`config.mk`:
```
export PLATFORM = sky130hd
export DESIGN_NAME = bce_front
export DESIGN_NICKNAME = d
export VERILOG_FILES = /design/src/rtl/bce_pkg.sv /design/src/rtl/bce_front.sv
export SDC_FILE = /design/constraint.sdc
export NUM_CORES = 2
export LEC_CHECK = 0
export ABC_CLOCK_PERIOD_IN_PS = 13100
export BUFFER_PORTS_ARGS = -buffer_cell sky130_fd_sc_hd__clkbuf_2
export CAP_MARGIN = 20
export CORE_ASPECT_RATIO = 2
export CORE_MARGIN = 3
export CORE_UTILIZATION = 55
export CTS_BUF_LIST = sky130_fd_sc_hd__clkbuf_4
export CTS_CLUSTER_DIAMETER = 100
export DETAILED_ROUTE_END_ITERATION = 16
export PLACE_DENSITY = 0.67
export SYNTH_ARGS = -nofsm -noshare
export SYNTH_HDL_FRONTEND = slang
export SYNTH_SLANG_ARGS = --single-unit
```
`constraint.sdc`:
```
create_clock -name clk -period 13.1 [get_ports clk]
set_clock_uncertainty 0.1 [all_clocks]
set_input_delay 0.655 -clock clk [delete_from_list [all_inputs] [get_ports clk]]
set_output_delay 0.655 -clock clk [all_outputs]
set_load 0.1 [all_outputs]
```
`src/rtl/bce_pkg.sv`:
```
// Shared types, constants and codes of the button click event engine.
package bce_pkg;

  localparam int NUM_KEYS  = 16;
  localparam int KEY_W     = $clog2(NUM_KEYS);
  localparam int TIME_W    = 32;
  localparam int RAW_W     = 16;
  localparam int BUF_DEPTH = 32;
  localparam int BUF_AW    = $clog2(BUF_DEPTH);
  localparam int CNT_W     = BUF_AW + 1;
  localparam int CFG_IW    = 4;

  typedef enum logic [1:0] {
    EV_PRESS   = 2'd0,
    EV_RELEASE = 2'd1,
    EV_CLICK   = 2'd2,
    EV_KEEP    = 2'd3
  } ev_code_t;

  typedef enum logic [CFG_IW-1:0] {
    CFG_PRESS_DB    = 4'd0,
    CFG_RELEASE_DB  = 4'd1,
    CFG_CLICK_MIN   = 4'd2,
    CFG_CLICK_MAX   = 4'd3,
    CFG_GAP_MAX     = 4'd4,
    CFG_KEEP_PERIOD = 4'd5,
    CFG_MAX_CLICKS  = 4'd6,
    CFG_EVENT_EN    = 4'd7
  } cfg_idx_t;

  typedef struct packed {
    logic [31:0] now_ms;
    logic [15:0] pressed_keys;
  } in_item_t;

  typedef struct packed {
    logic [3:0]  button_index;
    ev_code_t    event_code;
    logic [7:0]  click_count;
    logic [15:0] keepalive_count;
    logic        any_busy;
    logic        last;
  } out_item_t;

  // One event as stored in the result buffer
  typedef struct packed {
    logic [3:0]  button_index;
    ev_code_t    event_code;
    logic [7:0]  click_count;
    logic [15:0] keepalive_count;
  } ev_t;

  typedef struct packed {
    logic [15:0] press_db;
    logic [15:0] release_db;
    logic [15:0] click_min;
    logic [15:0] click_max;
    logic [15:0] gap_max;
    logic [15:0] keep_period;
    logic [7:0]  max_clicks;
    logic [3:0]  event_en;
  } cfg_t;

  typedef struct packed {
    logic              en;
    logic [BUF_AW-1:0] addr;
    ev_t               ev;
  } buf_wr_t;

  typedef struct packed {
    logic             done;
    logic [CNT_W-1:0] count;
    logic             busy;
  } tick_done_t;

  typedef enum logic [2:0] {
    FE_IDLE,
    FE_LOAD,
    FE_CALC,
    FE_PUT,
    FE_DONE
  } fe_state_t;

  typedef enum logic [1:0] {
    BK_WAIT,
    BK_FETCH,
    BK_SHOW
  } bk_state_t;

endpackage

```
`src/rtl/bce_front.sv`:
```
// Front end: takes a tick, walks the button records and writes events to the buffer.
module bce_front import bce_pkg::*; (
  input  logic       clk,
  input  logic       rst_n,
  input  logic       tick_go,
  input  in_item_t   tick_item,
  input  cfg_t       cfg,
  output buf_wr_t    buf_wr,
  output tick_done_t tick_done,
  output logic       idle
);

  fe_state_t state_r, state_nxt;

  logic [KEY_W-1:0]  k_r, k_nxt;
  logic [CNT_W-1:0]  wcnt_r, wcnt_nxt;
  logic [TIME_W-1:0] t_r;
  logic [RAW_W-1:0]  raw_r, was_r, prev_raw_r;
  ev_t               pend_r;

  // Per-button records
  logic [NUM_KEYS-1:0] pr_r, seq_r;
  logic [TIME_W-1:0]   edge_r [NUM_KEYS];
  logic [TIME_W-1:0]   dct_r  [NUM_KEYS];
  logic [TIME_W-1:0]   lct_r  [NUM_KEYS];
  logic [TIME_W-1:0]   kat_r  [NUM_KEYS];
  logic [7:0]          cl_r   [NUM_KEYS];
  logic [15:0]         ka_r   [NUM_KEYS];

  // Elapsed times of the current button, registered in the load step
  logic              now_r, chg_r;
  logic [TIME_W-1:0] d_e_r, d_lc_r, d_kt_r, d_dc_r;
  logic              now_b, chg_b;
  logic [TIME_W-1:0] et_b;

  assign now_b = raw_r[k_r];
  assign chg_b = raw_r[k_r] != was_r[k_r];
  assign et_b  = chg_b ? t_r : edge_r[k_r];

  always_ff @(posedge clk) begin
    if (state_r == FE_LOAD) begin
      now_r  <= now_b;
      chg_r  <= chg_b;
      d_e_r  <= t_r - et_b;
      d_lc_r <= t_r - lct_r[k_r];
      d_kt_r <= t_r - kat_r[k_r];
      d_dc_r <= t_r - dct_r[k_r];
    end
  end

  // Decide the rules of one button
  logic              pr_n, seq_n;
  logic [TIME_W-1:0] et_n, dc_n, lc_n, kt_n;
  logic [7:0]        cl, cl_n, cl_i;
  logic [15:0]       ka, ka_n;
  logic              a_v, b_v, a_en, b_en;
  ev_t               a_ev, b_ev;
  logic              s0_v, s1_v;
  ev_t               s0_ev;

  always_comb begin
    cl    = cl_r[k_r];
    ka    = ka_r[k_r];
    pr_n  = pr_r[k_r];
    seq_n = seq_r[k_r] | (chg_r & now_r);
    et_n  = chg_r ? t_r : edge_r[k_r];
    dc_n  = dct_r[k_r];
    lc_n  = lct_r[k_r];
    kt_n  = kat_r[k_r];
    cl_n  = cl;
    cl_i  = cl;
    ka_n  = ka;
    a_v   = 1'b0;
    b_v   = 1'b0;
    a_ev  = '{button_index: 4'(k_r), event_code: EV_CLICK, click_count: cl,
              keepalive_count: ka};
    b_ev  = a_ev;
    if (now_r) begin
      if (!pr_r[k_r]) begin
        if (d_e_r >= TIME_W'(cfg.press_db)) begin
          kt_n = t_r;
          ka_n = '0;
          pr_n = 1'b1;
          dc_n = t_r;
          if (cl != '0 && d_lc_r >= TIME_W'(cfg.gap_max)) begin
            a_v  = 1'b1;
            cl_n = '0;
            b_v  = 1'b1;
            b_ev.event_code      = EV_PRESS;
            b_ev.click_count     = '0;
            b_ev.keepalive_count = '0;
          end else begin
            a_v = 1'b1;
            a_ev.event_code      = EV_PRESS;
            a_ev.keepalive_count = '0;
          end
        end
      end else begin
        if (cfg.keep_period != '0 && d_kt_r >= TIME_W'(cfg.keep_period)) begin
          kt_n = kat_r[k_r] + TIME_W'(cfg.keep_period);
          ka_n = (ka != 16'hFFFF) ? ka + 16'd1 : ka;
          a_v  = 1'b1;
          a_ev.event_code      = EV_KEEP;
          a_ev.keepalive_count = ka_n;
        end
        if (cl != '0 && d_dc_r > TIME_W'(cfg.click_max)) begin
          cl_n = '0;
          if (a_v) begin
            b_v = 1'b1;
            b_ev.keepalive_count = ka_n;
          end else begin
            a_v = 1'b1;
          end
        end
      end
    end else if (pr_r[k_r]) begin
      if (d_e_r >= TIME_W'(cfg.release_db)) begin
        pr_n = 1'b0;
        dc_n = t_r;
        a_v  = 1'b1;
        a_ev.event_code = EV_RELEASE;
        if (d_dc_r >= TIME_W'(cfg.click_min) && d_dc_r <= TIME_W'(cfg.click_max)) begin
          cl_i = (cl != 8'hFF) ? cl + 8'd1 : cl;
          lc_n = t_r;
        end else begin
          if (cl != '0 && d_dc_r < TIME_W'(cfg.click_min)) begin
            b_v = 1'b1;
          end
          cl_i = '0;
        end
        cl_n = cl_i;
        if (cl_i != '0 && cl_i == cfg.max_clicks) begin
          b_v  = 1'b1;
          b_ev.click_count = cl_i;
          cl_n = '0;
        end
      end
    end else if (cl != '0) begin
      if (d_lc_r >= TIME_W'(cfg.gap_max)) begin
        a_v  = 1'b1;
        cl_n = '0;
      end
    end else begin
      seq_n = 1'b0;
    end
    // Drop disabled events and pack the rest
    a_en  = a_v & cfg.event_en[a_ev.event_code];
    b_en  = b_v & cfg.event_en[b_ev.event_code];
    s0_v  = a_en | b_en;
    s1_v  = a_en & b_en;
    s0_ev = a_en ? a_ev : b_ev;
  end

  // Sequence the walk over the buttons
  logic last_key;
  assign last_key = k_r == KEY_W'(NUM_KEYS - 1);

  always_comb begin
    state_nxt = state_r;
    k_nxt     = k_r;
    wcnt_nxt  = wcnt_r;
    buf_wr    = '{en: 1'b0, addr: wcnt_r[BUF_AW-1:0], ev: s0_ev};
    unique case (state_r)
      FE_IDLE: begin
        if (tick_go) begin
          k_nxt     = '0;
          wcnt_nxt  = '0;
          state_nxt = FE_LOAD;
        end
      end
      FE_LOAD: state_nxt = FE_CALC;
      FE_CALC: begin
        if (s0_v && wcnt_r < CNT_W'(BUF_DEPTH)) begin
          buf_wr.en = 1'b1;
          wcnt_nxt  = wcnt_r + 1'b1;
        end
        if (s1_v) begin
          state_nxt = FE_PUT;
        end else if (last_key) begin
          state_nxt = FE_DONE;
        end else begin
          k_nxt     = k_r + 1'b1;
          state_nxt = FE_LOAD;
        end
      end
      FE_PUT: begin
        buf_wr.ev = pend_r;
        if (wcnt_r < CNT_W'(BUF_DEPTH)) begin
          buf_wr.en = 1'b1;
          wcnt_nxt  = wcnt_r + 1'b1;
        end
        if (last_key) begin
          state_nxt = FE_DONE;
        end else begin
          k_nxt     = k_r + 1'b1;
          state_nxt = FE_LOAD;
        end
      end
      FE_DONE: state_nxt = FE_IDLE;
      default: state_nxt = FE_IDLE;
    endcase
  end

  assign tick_done = '{done: state_r == FE_DONE, count: wcnt_r, busy: |seq_r};
  assign idle      = state_r == FE_IDLE;

  always_ff @(posedge clk) begin
    if (!rst_n) begin
      state_r <= FE_IDLE;
      k_r     <= '0;
      wcnt_r  <= '0;
    end else begin
      state_r <= state_nxt;
      k_r     <= k_nxt;
      wcnt_r  <= wcnt_nxt;
    end
  end

  // Capture the tick and hold the second event of a button
  always_ff @(posedge clk) begin
    if (state_r == FE_IDLE && tick_go) begin
      t_r   <= tick_item.now_ms[TIME_W-1:0];
      raw_r <= tick_item.pressed_keys;
    end
    if (state_r == FE_CALC) begin
      pend_r <= b_ev;
    end
  end

  // Update the button records
  always_ff @(posedge clk) begin
    if (!rst_n) begin
      prev_raw_r <= '0;
      was_r      <= '0;
      pr_r       <= '0;
      seq_r      <= '0;
      for (int i = 0; i < NUM_KEYS; i++) begin
        edge_r[i] <= '0;
        dct_r[i]  <= '0;
        lct_r[i]  <= '0;
        kat_r[i]  <= '0;
        cl_r[i]   <= '0;
        ka_r[i]   <= '0;
      end
    end else begin
      if (state_r == FE_IDLE && tick_go) begin
        was_r      <= prev_raw_r;
        prev_raw_r <= tick_item.pressed_keys;
      end
      if (state_r == FE_CALC) begin
        pr_r[k_r]   <= pr_n;
        seq_r[k_r]  <= seq_n;
        edge_r[k_r] <= et_n;
        dct_r[k_r]  <= dc_n;
        lct_r[k_r]  <= lc_n;
        kat_r[k_r]  <= kt_n;
        cl_r[k_r]   <= cl_n;
        ka_r[k_r]   <= ka_n;
      end
    end
  end

  a_wr_in_walk: assert property (@(posedge clk) disable iff (!rst_n)
    buf_wr.en |-> (state_r == FE_CALC || state_r == FE_PUT))
    else $error("buffer write outside the button walk");
  a_put_after_calc: assert property (@(posedge clk) disable iff (!rst_n)
    state_r == FE_PUT |-> $past(state_r) == FE_CALC)
    else $error("second event slot without a decision step");
  a_done_to_idle: assert property (@(posedge clk) disable iff (!rst_n)
    state_r == FE_DONE |=> state_r == FE_IDLE)
    else $error("front did not return to idle after the tick");

endmodule

```
# After elaboration in Yosys (flattened, before gate mapping)
# Memories as Yosys holds them, arrays and structs flattened. A register that Yosys moved wholly into a read port is not among the register bits.
# Index checks and enable logic that the tools add are counted.
[op_classes] bitwise=6 n_reduce_logical=23 order_cmp=13 eq_ne=13 n_addsub=9 muxes=154
[op_table] op="$mux 32" n=19
[op_table] op="$mux 16" n=14
[op_table] op="$ge 32x16->1" n=5
[op_table] op="$mux 8" n=20
[op_table] op="$reduce_or 32->1" n=4
[op_table] op="$sub 32x32->32" n=4
[op_table] op="$mux 4" n=21
[op_table] op="$mux 26" n=3
[op_table] op="$mux 1" n=49
[op_table] op="$add 32x16->32" n=1
[op_table] op="$bwmux 16" n=2
[op_table] op="$gt 32x16->1" n=1
[op_table] op="$le 32x16->1" n=1
[op_table] op="$lt 32x16->1" n=1
[op_table] op="$reduce_or 16->1" n=2
[op_table] op="$mux 30" n=1
[op_table] op="$mux 6" n=3
[op_table] op="$pmux 6 s3" n=1
[op_table] op="$add 16x1->16 const B" n=1
[op_table] op="$bmux 1 s4" n=4
[op_table] op="$ne 16x16->1 const B" n=1
[op_table] op="$reduce_bool 16->1" n=1
[op_table] op="$reduce_bool 8->1" n=2
[op_table] op="$mux 2" n=7
[op_table] op="30 further kinds" n=50
[totals] out_inout_bits=45 register_bits=285 input_bits=159 memories=6 mem_bits_rw=2432
[memory_table] memory="dct_r" depth=16 word_bits=32 read_ports=1 rd_clocked_by_memory_dff=1 wr=16 line="bce_front.sv:24" rtl="logic [TIME_W-1:0] dct_r [NUM_KEYS];"
[memory_table] memory="edge_r" depth=16 word_bits=32 read_ports=1 rd_clocked_by_memory_dff=1 wr=16 line="bce_front.sv:23" rtl="logic [TIME_W-1:0] edge_r [NUM_KEYS];"
[memory_table] memory="kat_r" depth=16 word_bits=32 read_ports=1 rd_clocked_by_memory_dff=1 wr=16 line="bce_front.sv:26" rtl="logic [TIME_W-1:0] kat_r [NUM_KEYS];"
[memory_table] memory="lct_r" depth=16 word_bits=32 read_ports=1 rd_clocked_by_memory_dff=1 wr=16 line="bce_front.sv:25" rtl="logic [TIME_W-1:0] lct_r [NUM_KEYS];"
[memory_table] memory="ka_r" depth=16 word_bits=16 read_ports=1 rd_clocked_by_memory_dff=1 wr=16 line="bce_front.sv:28" rtl="logic [15:0] ka_r [NUM_KEYS];"
[memory_table] memory="cl_r" depth=16 word_bits=8 read_ports=1 rd_clocked_by_memory_dff=1 wr=16 line="bce_front.sv:27" rtl="logic [7:0] cl_r [NUM_KEYS];"

# Depth between registers and ports, before layout
[logic_depth] ltp_word=18 ltp_mapped=31 mapped_depth_nobuf=19

# Least setup slack after synthesis
# Ideal clock, no wire load.
[synth_timing] path_kind="register to register" startpoint="register state_r[0]" endpoint="register state_r[1]" stages_incl_launch_ff=5 path_buffers=1 setup_slack_ns=2.541 synth_period_minus_slack_ns=10.559 t_arrival_ns=10.361 path_cell_list="dfxtp_1 -> clkbuf_1 -> inv_1 -> nor3_1 -> o21a_1"
[synth_via] elab_chain_cells=2 elab_cells_between_ends=6
[synth_lines] item="start: declaration" line="bce_front.sv:13" rtl="fe_state_t state_r, state_nxt;"
[synth_lines] item="start signal: assignment" line="bce_front.sv:213" rtl="state_r <= state_nxt;"
[synth_lines] item="$eq 3x2->1 (tied with other cells)" line="bce_front.sv:163" rtl="unique case (state_r)"
[synth_lines] item="$pmux 3 s4 / $ne 2x2->1 (equally long branches)"
# Several ways; a longest one is shown, not always the timed one.
# A chain may end at the register's enable or synchronous reset.

==> run metrics <==
WL final between 400,000 and 500,000 um; Synth Area in Adders 2.49%; mapped cell area around 130,000 sq um; CTS hold repair buffers just over 100; post-synthesis compound-gate area fraction 4.35%; Ports between 200 and 250; Lkg Pwr approximately 49 nW; Post-route DRC 0; post-cts sizing count 0; CP Buf/Inv Count 4; via count 86,000; Yosys reg bits 2,720; Avg WL per Cell 32.0 um; Final TNS setup 0 ns; Cell Rows 248; Min-Delay Path Class input pin to flip-flop; H-Tree Depth 6; Worst Path Required roughly 12 ns; Top FF cell, synth edfxtp_1; fin. max-slew vios 0; largest family of logic cells by synthesized area multiplexers; TritonRoute pass-1 iters 8; global route overflow 0; total of max-cap violations 0; Slew @ Worst Pin 1.25 ns; crit path kind flip-flop to primary output; Post-Synth Simple-Gate Area around a tenth; maximum VDD drop 82.3 uV; clock root buffer clkbuf_4; cells after synthesis slightly above 9,000; Worst EP arrival ~8.2 ns; first-pass GRT wire length between 500,000 and 600,000 um; Clock Path Buffers 4; CTS buffer count between 600 and 700; Tot Pwr 0.0190 W; Clock Pin Slew Worst Setup and Hold Paths roughly 0.080 ns; slew margin rel. between 10% and 20%; most frequent CP cell buf_4; vias in the first global route slightly below 90,000; Die Footprint about 240,000 sq um; share of the synthesized area in the top cell type a little over three fifths; most frequent cell after synthesis nor2_1; Sink Count 2,720; Clk Latency, worst-skew pair between 1 and 1.5 ns; Die Wd around 350 um; initial antenna violation count 17; CP Launch Type flip-flop; largest stage delay on the critical path around 0.71 ns; number of enable flip-flop cells after synthesis between 2,000 and 3,000; synth top area cells edfxtp_1 63%, mux4_2 13%, nor2_1 7.8%, ha_1 2.4%, clkbuf_1 1.4%; Starting Density roughly 55%; status completed; RePlAce Congestion around 0.95; fin nets ~10,000; FFs w/ async S/R, synth 0%; core area around 230,000 sq um; Syn Nets between 9,000 and 10,000; sequential area share after synthesis 64.0%; Routed Antenna Nets 0; layout cells sized above 1 23.1%; Cell variety after synth between 90 and 100; fin crit period approximately 9 ns; commonest cells in the netlist 2,643 x nor2_1, 2,639 x edfxtp_1, 741 x mux4_2; Via density 6.54; final number of hold-violating endpoints 0; syn_area_per_cell about 14 sq um; Area Growth Syn to Fin 10.8%; Fmax between 0.1 and 0.15 GHz; fin crit share about 69%; endpoints failing setup 0; RSZ-0062 raised after global routing no; CP endpoint kind primary output; GRT Total Usage between 30 and 40%; CTS tree yes; Post-DP HPWL between 200,000 and 250,000 um; dominant cell type by area after synthesis edfxtp_1; Chip Height 684 um; Port Buffer Count just over 200; Synth Area in XOR/XNOR 0.942%; CP top delay family buffers and inverters; slowest CP cell buf_4; DRT iter0 DRCs 11,500; postcts setup bufs 0; post-synthesis mux area share 14.6%; worst-path maximum fanout 46; crit-path cells buf_4 -> buf_4 -> mux4_2 -> mux2_2 -> nor4_1 -> a21oi_1 -> nor4_4 -> nor2_1 -> o21ai_0 -> o221ai_1 -> and2_1 -> buf_4 -> mux2_2 -> nor2_1 -> o31ai_1 -> clkbuf_2; power per cell area ~140 nW/um^2; Ys Warns 0; largest net degree at the start of global routing between 100 and 150
[path summary, 6_finish.rpt]
path	from	end	slack (ns)	cells past startpoint
worst max-delay path	flip-flop	buf_wr[13]	4.10	16
worst min-delay path	cfg[14]	kat_r[7][2]$_SDFFCE_PN0P_	0.19	6
worst max register to register	flip-flop	d_e_r[31]$_DFFE_PP_	5.17	18
worst min register to register	prev_raw_r[14]$_SDFFE_PN0P_	was_r[14]$_SDFFE_PN0P_	0.35	2
[cell usage in the layout, fill, tap and decap left out, types with 30 or more instances in the layout]
cell,synthesis,final
a21o_1,57,57
xnor2_1,99,98
nor2_1,2643,2640
a211oi_1,33,32
nand3_1,93,77
a21oi_1,288,285
clkbuf_2,0,203
nor3_1,42,41
mux2i_1,134,133
a31oi_1,31,30
ha_1,244,244
clkinv_1,3,103
clkbuf_4,0,891
mux4_2,741,741
nor4_1,36,36
a22o_1,45,45
nand2_1,292,291
xor2_1,37,37
buf_4,25,313
nor2b_1,35,35
edfxtp_1,2639,2639
o21ai_0,121,118
nand2b_1,30,30
inv_1,273,256
dlygate4sd3_1,0,103
nand4_1,30,30
dfxtp_1,81,77
[power breakdown]
part | leakage (nW) | internal [W] | switching, W
Clock | 4.56 | 0.00333 | 0.00338
Sequential | 26.9 | 0.00996 | 0.000130
Combinational | 17.4 | 0.000742 | 0.00150
[through the flow]
step                      std cells  util [%]  setup slack, ns  cell area (sq um)  hold slack (ns)
after floorplan                9130         -             2.54             126000            0.306
after global placement        11900      57.2             5.40             131000            0.339
after detailed placement      11900      57.3             5.37             131000            0.345
after CTS                     13000      61.1             4.03             139000           0.0484
after global routing          13100      61.3             3.65             140000            0.176
final                         13100      61.4             4.10             140000            0.192
[cells by family after synthesis]
| kind of cell | after synthesis |
|---|---|
| DFF | 2720 |
| and+or+nand+nor | 3304 |
| AOI/OAI and AO/OA | 837 |
| xor gates and xnor gates | 136 |
| adders and majority gates | 249 |
| buffers and inverters | 977 |
| muxes | 907 |
[registers in the layout, indices dropped and copies added (netlist names), named ones only]
name,count
state_r,3
k_r,4
seq_r,16
d_dc_r,32
prev_raw_r,16
wcnt_r,6
pend_r,29
ka_r,256
now_r,1
kat_r,512
edge_r,512
pr_r,16
d_lc_r,32
was_r,16
raw_r,16
t_r,32
cl_r,128
dct_r,512
chg_r,1
lct_r,512
d_kt_r,32
d_e_r,32
[routing by layer]
layer,vias up,GRT usage [%],part of all wire [%]
met3,1484,6.89,11
li1,35200,-,-
met4,8,24.6,8.3
met1,42800,40.9,31
met2,6410,59.4,49
met5,-,0,0.011
[worst reg2reg max path: stages, from the launching register on]
cell and delay (ns):
dfxtp_4 0.82, buf_4 0.76, buf_4 0.74, buf_4 0.97
mux4_2 0.45, mux4_2 0.53, mux2i_1 0.17, ha_1 0.32
and2_1 0.21, o21a_1 0.21, nor4_1 0.28, a211oi_1 0.19
and2_1 0.20, o41ai_1 0.60, a311oi_1 0.28, o221ai_1 0.23
and2_1 0.22, o21ai_0 0.16, xnor2_1 0.16
[final cells by class]
class	instances	area, sq um
Clock buffer	891	6690
Antenna cell	25	62.6
Clock inverter	151	933
Multi-Input combinational cell	5433	41800
Sequential cell	2720	80900
Fill cell	17600	88300
Inverter	278	1170
Timing Repair Buffer	641	4820
Tap cell	3000	3750
Power figures use the tool's default switching activity.
