$ cat config.mk
export PLATFORM = sky130hd
export DESIGN_NAME = bce_back
export DESIGN_NICKNAME = d
export VERILOG_FILES = /design/src/rtl/bce_pkg.sv /design/src/rtl/bce_back.sv
export SDC_FILE = /design/constraint.sdc
export NUM_CORES = 1
export LEC_CHECK = 0
export BUFFER_PORTS_ARGS = -buffer_cell sky130_fd_sc_hd__buf_2
export CORE_ASPECT_RATIO = 0.6
export CORE_MARGIN = 2
export CORE_UTILIZATION = 55
export DETAILED_ROUTE_END_ITERATION = 6
export HOLD_SLACK_MARGIN = 0.06
export PLACE_DENSITY = 0.74
export SETUP_SLACK_MARGIN = 0.05
export SLEW_MARGIN = 10
export SYNTH_ARGS = -nofsm -noshare
export SYNTH_HDL_FRONTEND = slang
export SYNTH_SLANG_ARGS = --single-unit
$ cat constraint.sdc
create_clock -name clk -period 5.3 [get_ports clk]
set_input_delay 0.265 -clock clk [delete_from_list [all_inputs] [get_ports clk]]
set_output_delay 0.265 -clock clk [all_outputs]
set_load 0.005 [all_outputs]
$ cat src/rtl/bce_pkg.sv
// Shared types, constants and codes of the button click event engine.
package bce_pkg;

  localparam int NUM_KEYS  = 16;
  localparam int KEY_W     = $clog2(NUM_KEYS);
  localparam int TIME_W    = 32;
  localparam int RAW_W     = 16;
  localparam int BUF_DEPTH = 32;
  localparam int BUF_AW    = $clog2(BUF_DEPTH);
  localparam int CNT_W     = BUF_AW + 1;
  localparam int CFG_IW    = 4;

  typedef enum logic [1:0] {
    EV_PRESS   = 2'd0,
    EV_RELEASE = 2'd1,
    EV_CLICK   = 2'd2,
    EV_KEEP    = 2'd3
  } ev_code_t;

  typedef enum logic [CFG_IW-1:0] {
    CFG_PRESS_DB    = 4'd0,
    CFG_RELEASE_DB  = 4'd1,
    CFG_CLICK_MIN   = 4'd2,
    CFG_CLICK_MAX   = 4'd3,
    CFG_GAP_MAX     = 4'd4,
    CFG_KEEP_PERIOD = 4'd5,
    CFG_MAX_CLICKS  = 4'd6,
    CFG_EVENT_EN    = 4'd7
  } cfg_idx_t;

  typedef struct packed {
    logic [31:0] now_ms;
    logic [15:0] pressed_keys;
  } in_item_t;

  typedef struct packed {
    logic [3:0]  button_index;
    ev_code_t    event_code;
    logic [7:0]  click_count;
    logic [15:0] keepalive_count;
    logic        any_busy;
    logic        last;
  } out_item_t;

  // One event as stored in the result buffer
  typedef struct packed {
    logic [3:0]  button_index;
    ev_code_t    event_code;
    logic [7:0]  click_count;
    logic [15:0] keepalive_count;
  } ev_t;

  typedef struct packed {
    logic [15:0] press_db;
    logic [15:0] release_db;
    logic [15:0] click_min;
    logic [15:0] click_max;
    logic [15:0] gap_max;
    logic [15:0] keep_period;
    logic [7:0]  max_clicks;
    logic [3:0]  event_en;
  } cfg_t;

  typedef struct packed {
    logic              en;
    logic [BUF_AW-1:0] addr;
    ev_t               ev;
  } buf_wr_t;

  typedef struct packed {
    logic             done;
    logic [CNT_W-1:0] count;
    logic             busy;
  } tick_done_t;

  typedef enum logic [2:0] {
    FE_IDLE,
    FE_LOAD,
    FE_CALC,
    FE_PUT,
    FE_DONE
  } fe_state_t;

  typedef enum logic [1:0] {
    BK_WAIT,
    BK_FETCH,
    BK_SHOW
  } bk_state_t;

endpackage

$ cat src/rtl/bce_back.sv
// Back end: holds the events of a tick and hands them out with busy and last marks.
module bce_back import bce_pkg::*; (
  input  logic       clk,
  input  logic       rst_n,
  input  buf_wr_t    buf_wr,
  input  tick_done_t tick_done,
  output logic       out_valid,
  input  logic       out_stall,
  output out_item_t  out_data,
  output logic       idle
);

  bk_state_t state_r, state_nxt;

  ev_t              mem [BUF_DEPTH];
  ev_t              rd_data_r;
  logic [BUF_AW-1:0] idx_r, idx_nxt;
  logic [CNT_W-1:0]  n_r;
  logic              busy_r;
  logic              is_last;

  // Event buffer: one write, one registered read
  always_ff @(posedge clk) begin
    if (buf_wr.en) begin
      mem[buf_wr.addr] <= buf_wr.ev;
    end
    rd_data_r <= mem[idx_r];
  end

  assign is_last = CNT_W'(idx_r) + 1'b1 == n_r;

  always_comb begin
    state_nxt = state_r;
    idx_nxt   = idx_r;
    unique case (state_r)
      BK_WAIT: begin
        if (tick_done.done && tick_done.count != '0) begin
          idx_nxt   = '0;
          state_nxt = BK_FETCH;
        end
      end
      BK_FETCH: state_nxt = BK_SHOW;
      BK_SHOW: begin
        if (!out_stall) begin
          if (is_last) begin
            state_nxt = BK_WAIT;
          end else begin
            idx_nxt   = idx_r + 1'b1;
            state_nxt = BK_FETCH;
          end
        end
      end
      default: state_nxt = BK_WAIT;
    endcase
  end

  always_ff @(posedge clk) begin
    if (!rst_n) begin
      state_r <= BK_WAIT;
      idx_r   <= '0;
      n_r     <= '0;
      busy_r  <= 1'b0;
    end else begin
      state_r <= state_nxt;
      idx_r   <= idx_nxt;
      if (state_r == BK_WAIT && tick_done.done) begin
        n_r    <= tick_done.count;
        busy_r <= tick_done.busy;
      end
    end
  end

  assign out_valid = state_r == BK_SHOW;
  assign out_data  = '{button_index: rd_data_r.button_index,
                       event_code: rd_data_r.event_code,
                       click_count: rd_data_r.click_count,
                       keepalive_count: rd_data_r.keepalive_count,
                       any_busy: busy_r,
                       last: is_last};
  assign idle      = state_r == BK_WAIT;

  a_done_when_free: assert property (@(posedge clk) disable iff (!rst_n)
    tick_done.done |-> state_r == BK_WAIT)
    else $error("tick finished while the buffer was still draining");
  a_count_fits: assert property (@(posedge clk) disable iff (!rst_n)
    tick_done.done |-> tick_done.count <= CNT_W'(BUF_DEPTH))
    else $error("event count exceeds the buffer");
  a_last_frees: assert property (@(posedge clk) disable iff (!rst_n)
    (state_r == BK_SHOW && is_last && !out_stall) |=> state_r == BK_WAIT)
    else $error("back end kept draining after the last item");

endmodule

* Word level (Yosys, flattened, before mapping)
Memory sizes are Yosys's and may differ from the RTL's. A register that Yosys moved wholly into a read port is not among the register bits.
Cells that the tools add are included.
** Operators by class
- Shift-type cells :: 0
- Order comparisons :: 0
- Bitwise operators :: 0
- Equality and inequality tests :: 6
- Add/subtract/negate cells :: 2
- Reductions and logical operators :: 7
- Muxes and demuxes :: 10
- Div/mod/pow operators :: 0
- Multiply operators :: 0
** Operators by type and width (number)
- $mux 5 :: 3
- $pmux 5 s2 :: 1
- $add 5x1->6 const B :: 1
- $eq 6x6->1 :: 1
- $pmux 2 s3 :: 1
- $reduce_bool 6->1 :: 1
- $add 5x1->5 const B :: 1
- $mux 2 :: 2
- $ne 2x2->1 const B :: 2
- $reduce_and 4->1 :: 1
- $mux 1 :: 3
- $eq 2x1->1 const B :: 1
- $eq 2x2->1 const B :: 1
- $logic_and 1x1->1 :: 2
- $logic_not 2->1 :: 1
- $ne 2x1->1 const B :: 1
- $reduce_and 2->1 :: 1
- $reduce_bool 2->1 :: 1
** Storage, ports and cells
- Bits in read-only memories :: 0
- Memories kept :: 1
- Bits in writable memories :: 960
- Flip-flop bits (word level) :: 14
- Input port bits :: 47
- Output and inout port bits :: 34
- Latch bits :: 0
** Memory list
- mem :: words 32, bits a word 30, rd ports 1, clocked after Yosys merged registers in 1, write ports 1, RTL line bce_back.sv:15 : ev_t mem [BUF_DEPTH];

* Logic depth before layout (Yosys ltp)
Gate-level depths: netlist of run 1.
- Depth in word-level cells :: 5
- Depth in mapped cells :: 7
- Mapped depth without buffers :: 7

* Worst setup path after synthesis of run 1
OpenSTA, ideal clock, no wires.
- Path type :: input port to flip-flop
- From :: input buf_wr[31] (netlist name)
- To :: memory mem[12][0] (netlist name) (enable)
- Cell stages on the path :: 3
- Buffers on the path :: 1
- Arrival time :: 2195 ps
- Path slack :: 2688 ps
- Data required time :: 4883 ps
- Cell sequence :: or3b_2 -> clkbuf_1 -> nor2_1
** RTL lines
- start, declared :: RTL line bce_back.sv:5 : input buf_wr_t buf_wr,
- end, declared :: RTL line bce_back.sv:15
No word-level cell before the write port.

==> results.toml, run 1 <==
[worst_setup_path]
cp_slowest_cell = "dfxtp_4"
path_cells = "buf_4, nand3_1, nor3_1, a31oi_1, a2111oi_4, buf_2"
startpoint_type = "flop"
reg2regPathDepth = 5
max_stage_delay_ps = 720
end_kind = "output pin"
r2r_end = "out_data[20]"
regToRegSetupSlack_ps = 2330
worstPathRequired_ps = 5040
arrival_ps = 3220
critical_path_class = "flop to output pin"
reg2reg_from = "idx_r[0]"
worstPathMaxFanout = 38

[worst_hold_path]
hold_start = "buf_wr[17]"
hold_class = "primary input to flop"
hold_path_depth = 1
holdPathEnd = "mem[23][17]"

[synthesis]
netlist_instances = 1584
syn_area_per_cell_sq_um = 23.9
syn_area_sq_um = 37800
synthDistinctLibCells = 39
ys_seq_area_frac = 0.785
synth-main-ff-cell = "edfxtp_1"
synth_seq_cells = 1004
yosys.area.top_type = "edfxtp_1"
synth.top_cell.area_share = 0.762
ys_warn_count = 0
ys_async_sr_fraction = 0
synth.area.top_cells = "edfxtp_1 (76%), mux4_2 (18%), dfxtp_1 (2.3%), nand2_1 (0.97%), nor2_1 (0.46%)"
syn_nets = 1632
synth-edff-count = 960

[routing]
vias = 17688
drt-total-wl_mm = 88.2
drt-initial-drc-count = 2579
first_pass_iters = 6
antenna_left = 0
drc = 0
vias_per_cell = 6.50
wl_per_cell_um = 32.4

[place]
dp_slack_ps = 2280
port_buffers = 80
dpl.hpwl_mm = 47.7
dpl_cell_area_sq_um = 39700
place.gp.congestion = 0.763

[sta]
finalCritPeriodShare = 0.658
max_freq_mhz = 287
final-setup-viol-count = 0
setup_ws_ps = 1810
rsz0062_at_grt = "no"
period_needed_ps = 3490
tightest_slew_ps = 1120
max-slew-margin-rel = 0.255
final.setup.tns_ps = 0
finalHoldViolCount = 0
report.final.slew_viol_count = 0
fin_worst_skew_ps = 29.4

[status]
status = "finished, final reports clean"

[cts]
h-tree-depth = 3
clkLatencyLatePin_ps = 660
clock-sinks = 1004
cts_resized = 0
cts_buffers = 88
clkTransAtPathRegs_ps = 70
cts_root_buffer = "clkbuf_16"
cts_tree = "done"
max-clock-path-buffers = 3

[layout]
seqCellArea_sq_um = 29700
layout-drive-gt1-share = 0.330
final_area_sq_um = 42800
fill_cells = 4394
final_nets = 1784
fin_util = 0.629
multi_input_area_sq_um = 7990
area_growth_pct = 13.1

[die]
die_area_sq_um = 71000
die_x_um = 343
rows = 74
fp.dieH_um = 207
start_util = 0.556
ios = 81
core_area_sq_um = 68100

[global_routing]
grt_pass1_wl_mm = 128
grt_pass1_vias = 18070
grt_max_degree = 112
antenna_found_initial = 6
grt_overflow = 0
grt_usage = 0.255

[pwr]
power-per-cell-area_nw_per_um2 = 370
p_total_mw = 15.8
p_leak_nw = 13.2
ir_drop_uv = 233

[run]
drv_cap = 0
[cell families (layout without fill, tap and decap cells)]
kind of cell | count (synthesis) | count (layout) | share of synthesized area
other | 0 | 2 | 0
buffers and inverters | 82 | 305 | 0.0102
multiplexers | 309 | 309 | 0.181
flip-flops | 1004 | 1004 | 0.785
adder cells (fa/ha/maj) | 1 | 1 | 0.000331
AO/OA/AOI/OAI | 13 | 13 | 0.00341
XOR/XNOR | 4 | 4 | 0.000926
AND/OR/NAND/NOR | 171 | 171 | 0.0193
[area by class of cell]
class,instances,share of cell area
Clock inverter,37,0.0116
Clock buffer,124,0.0579
Antenna cell,2,0.000117
Sequential cell,1004,0.694
Tap cell,912,0.0267
Multi-Input combinational cell,498,0.187
Inverter,4,0.000409
Timing Repair Buffer,140,0.0223
[placed cells by master, fill, tap and decap left out, types with 4 or more instances in the layout]
cell type	count
clkbuf_1	23
clkinv_1	10
buf_4	38
buf_2	80
nand3b_1	5
nor2_4	32
clkbuf_16	89
mux2i_1	9
clkbuf_8	12
edfxtp_1	960
mux4_2	300
nor2_1	14
dlygate4sd3_1	17
buf_12	5
clkinvlp_4	4
nand3_1	4
nand2_1	98
clkinv_2	6
bufinv_16	10
dfxtp_1	40
[synth_stat cells, types with 3 or more instances]
| cell type | n |
|---|---|
| edfxtp_1 | 960 |
| mux4_2 | 300 |
| nand2_1 | 98 |
| nor2_1 | 46 |
| dfxtp_1 | 44 |
| clkbuf_1 | 36 |
| buf_2 | 17 |
| buf_4 | 13 |
| buf_1 | 11 |
| mux2i_1 | 9 |
| nand3b_1 | 5 |
| nand3_1 | 4 |
| o221a_1 | 3 |
| or3_1 | 3 |
| or3b_2 | 3 |
| xnor2_1 | 3 |
[per-layer routing]
metal | up-vias | global-route usage | share of wire
li1 | 7038 | - | -
met1 | 9493 | 0.396 | 0.41
met2 | 1028 | 0.366 | 0.46
met3 | 125 | 0.0675 | 0.11
met4 | 4 | 0.0619 | 0.020
met5 | - | 0 | 0.00025
[registers in the layout (all words and copies together), names as in the netlist]
| name | count |
|---|---|
| state_r | 2 |
| idx_r | 5 |
| out_data | 30 |
| busy_r | 1 |
| n_r | 6 |
| mem | 960 |
[critical path, delay by kind of cell (launching register included)]
| family | cells | cell delay (ps) |
|---|---|---|
| buf+inv | 2 | 900 |
| flops | 1 | 720 |
| simple gates | 2 | 470 |
| compound gates | 2 | 440 |
[worst max path at each step]
stage | cells past startpoint | end | startpoint | slack (ps)
after floorplan | 3 | mem[12][0] | buf_wr[31] | 2690
after global placement | 5 | out_data[20] | idx_r[0] | 2320
after detailed placement | 5 | out_data[20] | idx_r[0] | 2280
after CTS | 6 | out_data[0] | idx_r[2] | 1770
after global routing | 6 | out_data[0] | idx_r[2] | 1610
final | 6 | out_data[0] | idx_r[2] | 1810
[metrics by stage]
step                hold WS [ps]  instances
floorplan                    364       1584
global placement             474       2541
detailed placement           496       2541
CTS                         63.9       2719
global route                94.4       2719
finish                      93.3       2721
[repair_timing]
action / CTS / global route
hold buffers: 17 / 0
endpoints found under the hold margin: 14 / 0
endpoints found under the setup margin: 0 / 0
buffers inserted: 0 / 0
[report_power, final]
part	internal (mW)	switching [mW]
Sequential	8.78	0.0368
Clock	3.77	2.83
Combinational	0.152	0.256
(Power assumes the default switching activity.)
==> run 2, diff against run 1 <==
==> constraint.sdc (replaced) <==
create_clock -name clk -period 3.6 [get_ports clk]
set_input_delay 0.18 -clock clk [delete_from_list [all_inputs] [get_ports clk]]
set_output_delay 0.18 -clock clk [all_outputs]
set_load 0.005 [all_outputs]
==> results.toml, run 2 (same netlist as run 1, synthesis figures left out) <==
[global_routing]
grt_pass1_vias = 18218
grt_pass1_wl_mm = 129
grt_overflow = 0
grt_usage = 0.258
antenna_found_initial = 4
grt_max_degree = 70

[routing]
drt-initial-drc-count = 2723
first_pass_iters = 5
wl_per_cell_um = 32.4
vias_per_cell = 6.48
drt-total-wl_mm = 89.6
antenna_left = 0
drc = 0
vias = 17934

[cts]
clkLatencyLatePin_ps = 670
h-tree-depth = 3
cts_root_buffer = "clkbuf_16"
clock-sinks = 1004
cts_tree = "done"
max-clock-path-buffers = 3
post_cts_buffers = 0
clkTransAtPathRegs_ps = 60
cts_buffers = 87

[place]
place.gp.congestion = 0.784
port_buffers = 80
dpl.hpwl_mm = 47.0

[sta]
fin_worst_skew_ps = 26.0
finalCritPeriodShare = 0.908
period_needed_ps = 3270
max-slew-margin-rel = 0.370
finalHoldViolCount = 0
tightest_slew_ps = 942
rsz0062_at_grt = "no"
max_freq_mhz = 306
report.final.slew_viol_count = 0
final.setup.tns_ps = 0
final-setup-viol-count = 0

[pwr]
p_int_mw = 18.3
seqPwrFrac = 0.567
comb_power_share = 0.028
p_switching_mw = 4.61
p_leak_nw = 13.3
p_sw_frac = 0.201
power-per-cell-area_nw_per_um2 = 530
ir_drop_uv = 347
p_clk_frac = 0.405
p_total_mw = 22.9

[worst_setup_path]
crit_start = "idx_r[0]"
arrival_ps = 3090
worstPathRequired_ps = 3420
startpoint_type = "flop"
reg2reg_from = "idx_r[0]"
end_kind = "output pin"
critical_path_class = "flop to output pin"
worstPathMaxFanout = 40

[layout]
largest_register_ffs = 960
regMostFlops = "mem"
layout_common_cells = "edfxtp_1 (960), mux4_2 (300), nand2_1 (98)"
layout-drive-gt1-share = 0.330
final_nets = 1828
area_growth_pct = 14.2
final_common_cell = "edfxtp_1"

[die]
start_util = 0.556
rows = 74
die_area_sq_um = 71000
die_x_um = 343
ios = 81
fp.dieH_um = 207
core_area_sq_um = 68100

[status]
status = "finished, final reports clean"

[run]
drv_cap = 0

[worst_hold_path]
hold_class = "primary input to flop"
hold_start = "buf_wr[30]"
-- run 2: cell count changes in the layout (fill, tap and decap cells not counted), moves of 9 or more --
cell,previous run,this run
clkinv_2,6,20
dlygate4sd3_1,17,47
clkbuf_8,12,3
buf_12,5,18
-- run 2: per-stage QoR --
step / setup slack, ps / hold slack [ps] / instance area (sq um) / cells / utilization
finish: 332 / 203 / 43200 / 2767 / 0.635
global placement: 792 / 422 / 39900 / 2556 / 0.587
detailed placement: 803 / 425 / 39900 / 2556 / 0.587
CTS: 301 / 166 / 43200 / 2764 / 0.635
global route: 154 / 213 / 43200 / 2764 / 0.635
floorplan: 1070 / 279 / 37800 / 1584 / -
-- run 2: layout make-up --
class,count,area (sq um)
tap,912,1140
clock inverter,50,484
clock buffer,111,2320
sequential,1004,29700
antenna,3,7.51
timing repair buffer,185,1530
inverter,4,17.5
fill,4367,24800
multi-input combinational,498,7990
-- run 2: power by group through the flow --
| stage | Combinational (mW) | Sequential [mW] | Clock, mW |
|---|---|---|---|
| 6_report | 0.639 | 13.0 | 9.28 |
| 5_1_grt | 0.684 | 13.0 | 9.83 |
| 4_1_cts | 0.639 | 13.0 | 9.39 |
| 3_5_place_dp | 0.590 | 13.2 | 0 |
| 3_3_place_gp | 0.561 | 13.2 | 0 |
| 2_1_floorplan | 0.290 | 13.2 | 0 |
-- run 2: per-layer routing --
metal	vias to the layer above	part of all wire	track usage
met5	-	0	0
met4	0	0.018	0.0544
met3	132	0.12	0.0821
met2	1056	0.45	0.366
met1	9624	0.41	0.400
li1	7122	-	-
-- run 2: worst paths after layout --
| check | to | slack, ps | depth (start not counted) |
|---|---|---|---|
| worst max-delay path | out_data[0] | 330 | 6 |
| worst min-delay path | mem[21][10] | 200 | 4 |
| worst max register to register | out_data[16] | 800 | 5 |
| worst min register to register | state_r[0] | 670 | 2 |
-- run 2: what timing repair did --
action	in CTS	in global routing
resized for setup	0	0
endpoints found under the hold margin	974	0
hold buffers	47	0
-- run 2: worst max-delay path: stages (launching register included) --
cell       delay, ps
dfxtp_4          960
ha_1             420
nand3_1          190
nor3_1           200
a31oi_1           90
a2111oi_4        370
buf_2            200
==> run 3, diff against run 2 <==
--- a/config.mk
+++ b/config.mk
@@ -11,6 +11,7 @@
 export CORE_UTILIZATION = 55
 export DETAILED_ROUTE_END_ITERATION = 6
 export HOLD_SLACK_MARGIN = 0.06
+export MAX_ROUTING_LAYER = met4
 export PLACE_DENSITY = 0.74
 export SETUP_SLACK_MARGIN = 0.05
 export SLEW_MARGIN = 10
==> results.toml, run 3 (same netlist as run 1, synthesis figures left out) <==
[global_routing]
antenna_found_initial = 4
grt_overflow = 0
grt_usage = 0.266
grt_pass1_wl_mm = 129
grt_pass1_vias = 18209
grt_max_degree = 70

[cts]
clkLatencyLatePin_ps = 670
clock-sinks = 1004
h-tree-depth = 3
max-clock-path-buffers = 3
cts_resized = 0
cts_tree = "done"
cts_buffers = 87
clkTransAtPathRegs_ps = 70
cts_root_buffer = "clkbuf_16"

[routing]
first_pass_iters = 6
wl_per_cell_um = 32.4
drt-total-wl_mm = 89.6
drt-initial-drc-count = 2719
drc = 0
vias = 17955
antenna_left = 0
vias_per_cell = 6.49

[place]
dpl.hpwl_mm = 47.0
port_buffers = 80
dp_slack_ps = 803
place.gp.congestion = 0.795

[worst_setup_path]
startpoint_type = "flop"
worstPathRequired_ps = 3420
crit_start = "idx_r[0]"
arrival_ps = 3100
reg2reg_from = "idx_r[0]"
max_stage_delay_ps = 960
cp_slowest_cell = "dfxtp_4"
critical_path_class = "flop to output pin"
worst-path-buf-inv = 1
crit_family = "flip-flops"
end_kind = "output pin"
path_cells = "ha_1, nand3_1, nor3_1, a31oi_1, a2111oi_4, buf_2"
worstPathMaxFanout = 40

[layout]
final_common_cell = "edfxtp_1"
final_nets = 1828
multi_input_area_sq_um = 7990
area_growth_pct = 14.2
fill_cells = 4368
seqCellArea_sq_um = 29700
layout_common_cells = "edfxtp_1 (960), mux4_2 (300), nand2_1 (98)"
largest_register_ffs = 960
layout-drive-gt1-share = 0.330
regMostFlops = "mem"

[die]
die_area_sq_um = 71000
ios = 81
rows = 74
core_area_sq_um = 68100
fp.dieH_um = 207
die_x_um = 343
start_util = 0.556

[sta]
period_needed_ps = 3280
setup_ws_ps = 320
max-slew-margin-rel = 0.363
max_freq_mhz = 305
finalHoldViolCount = 0
fin_worst_skew_ps = 26.1
final.setup.tns_ps = 0
rsz0062_at_grt = "no"
finalCritPeriodShare = 0.911
final-setup-viol-count = 0
report.final.slew_viol_count = 0
tightest_slew_ps = 953

[worst_hold_path]
hold_start = "buf_wr[30]"
hold_class = "primary input to flop"

[status]
status = "finished, final reports clean"

[pwr]
p_leak_nw = 13.3
ir_drop_uv = 348
power-per-cell-area_nw_per_um2 = 530

[run]
drv_cap = 0
-- run 3: cell counts in the layout (fill, tap and decap cells not counted) --
Identical to the previous run, type by type.
-- run 3: final timing paths --
check | endpoint | slack (ps) | cells past startpoint
min | mem[21][10] | 200 | 4
min reg2reg | state_r[0] | 670 | 2
max | out_data[0] | 320 | 6
max reg2reg | out_data[16] | 790 | 5
-- run 3: layout make-up --
type,instances,area share
Clock inverter,50,0.0112
Tap cell,912,0.0264
Antenna cell,3,0.000174
Timing Repair Buffer,185,0.0354
Multi-Input combinational cell,498,0.185
Inverter,4,0.000405
Sequential cell,1004,0.688
Clock buffer,111,0.0537
-- run 3: timing repair --
action | 4_1_cts | 5_1_grt
setup buffers | 0 | 0
hold buffers | 47 | 0
hold endpoints to repair | 974 | 0
-- run 3: per-stage QoR --
step | area [sq um] | power, mW | hold slack (ps) | std cells | utilization
detailed placement | 39900 | 13.8 | 425 | 2556 | 0.587
finish | 43200 | 22.9 | 196 | 2767 | 0.635
global placement | 39900 | 13.8 | 422 | 2556 | 0.587
CTS | 43200 | 23.0 | 166 | 2764 | 0.635
floorplan | 37800 | 13.5 | 279 | 1584 | -
global route | 43200 | 23.5 | 213 | 2767 | 0.635
-- run 3: worst reg2reg max path, delay by kind of cell (launching register included) --
family | cells | cell delay, ps
buffers and inverters | 1 | 340
flip-flops | 1 | 960
multiplexers | 2 | 1080
AND/OR/NAND/NOR | 2 | 260
-- run 3: per-layer routing --
layer / GRT usage / vias up / part of all wire
met5: - / - / 0
met4: 0.0560 / 0 / 0.018
met3: 0.0814 / 134 / 0.13
met2: 0.365 / 1135 / 0.45
met1: 0.401 / 9566 / 0.41
li1: - / 7120 / -
-- run 3: where the power goes --
| group | leakage [nW] | switching (mW) | internal (mW) |
|---|---|---|---|
| Combinational | 2.95 | 0.384 | 0.255 |
| Sequential | 9.02 | 0.0548 | 12.9 |
| Clock | 1.37 | 4.17 | 5.11 |
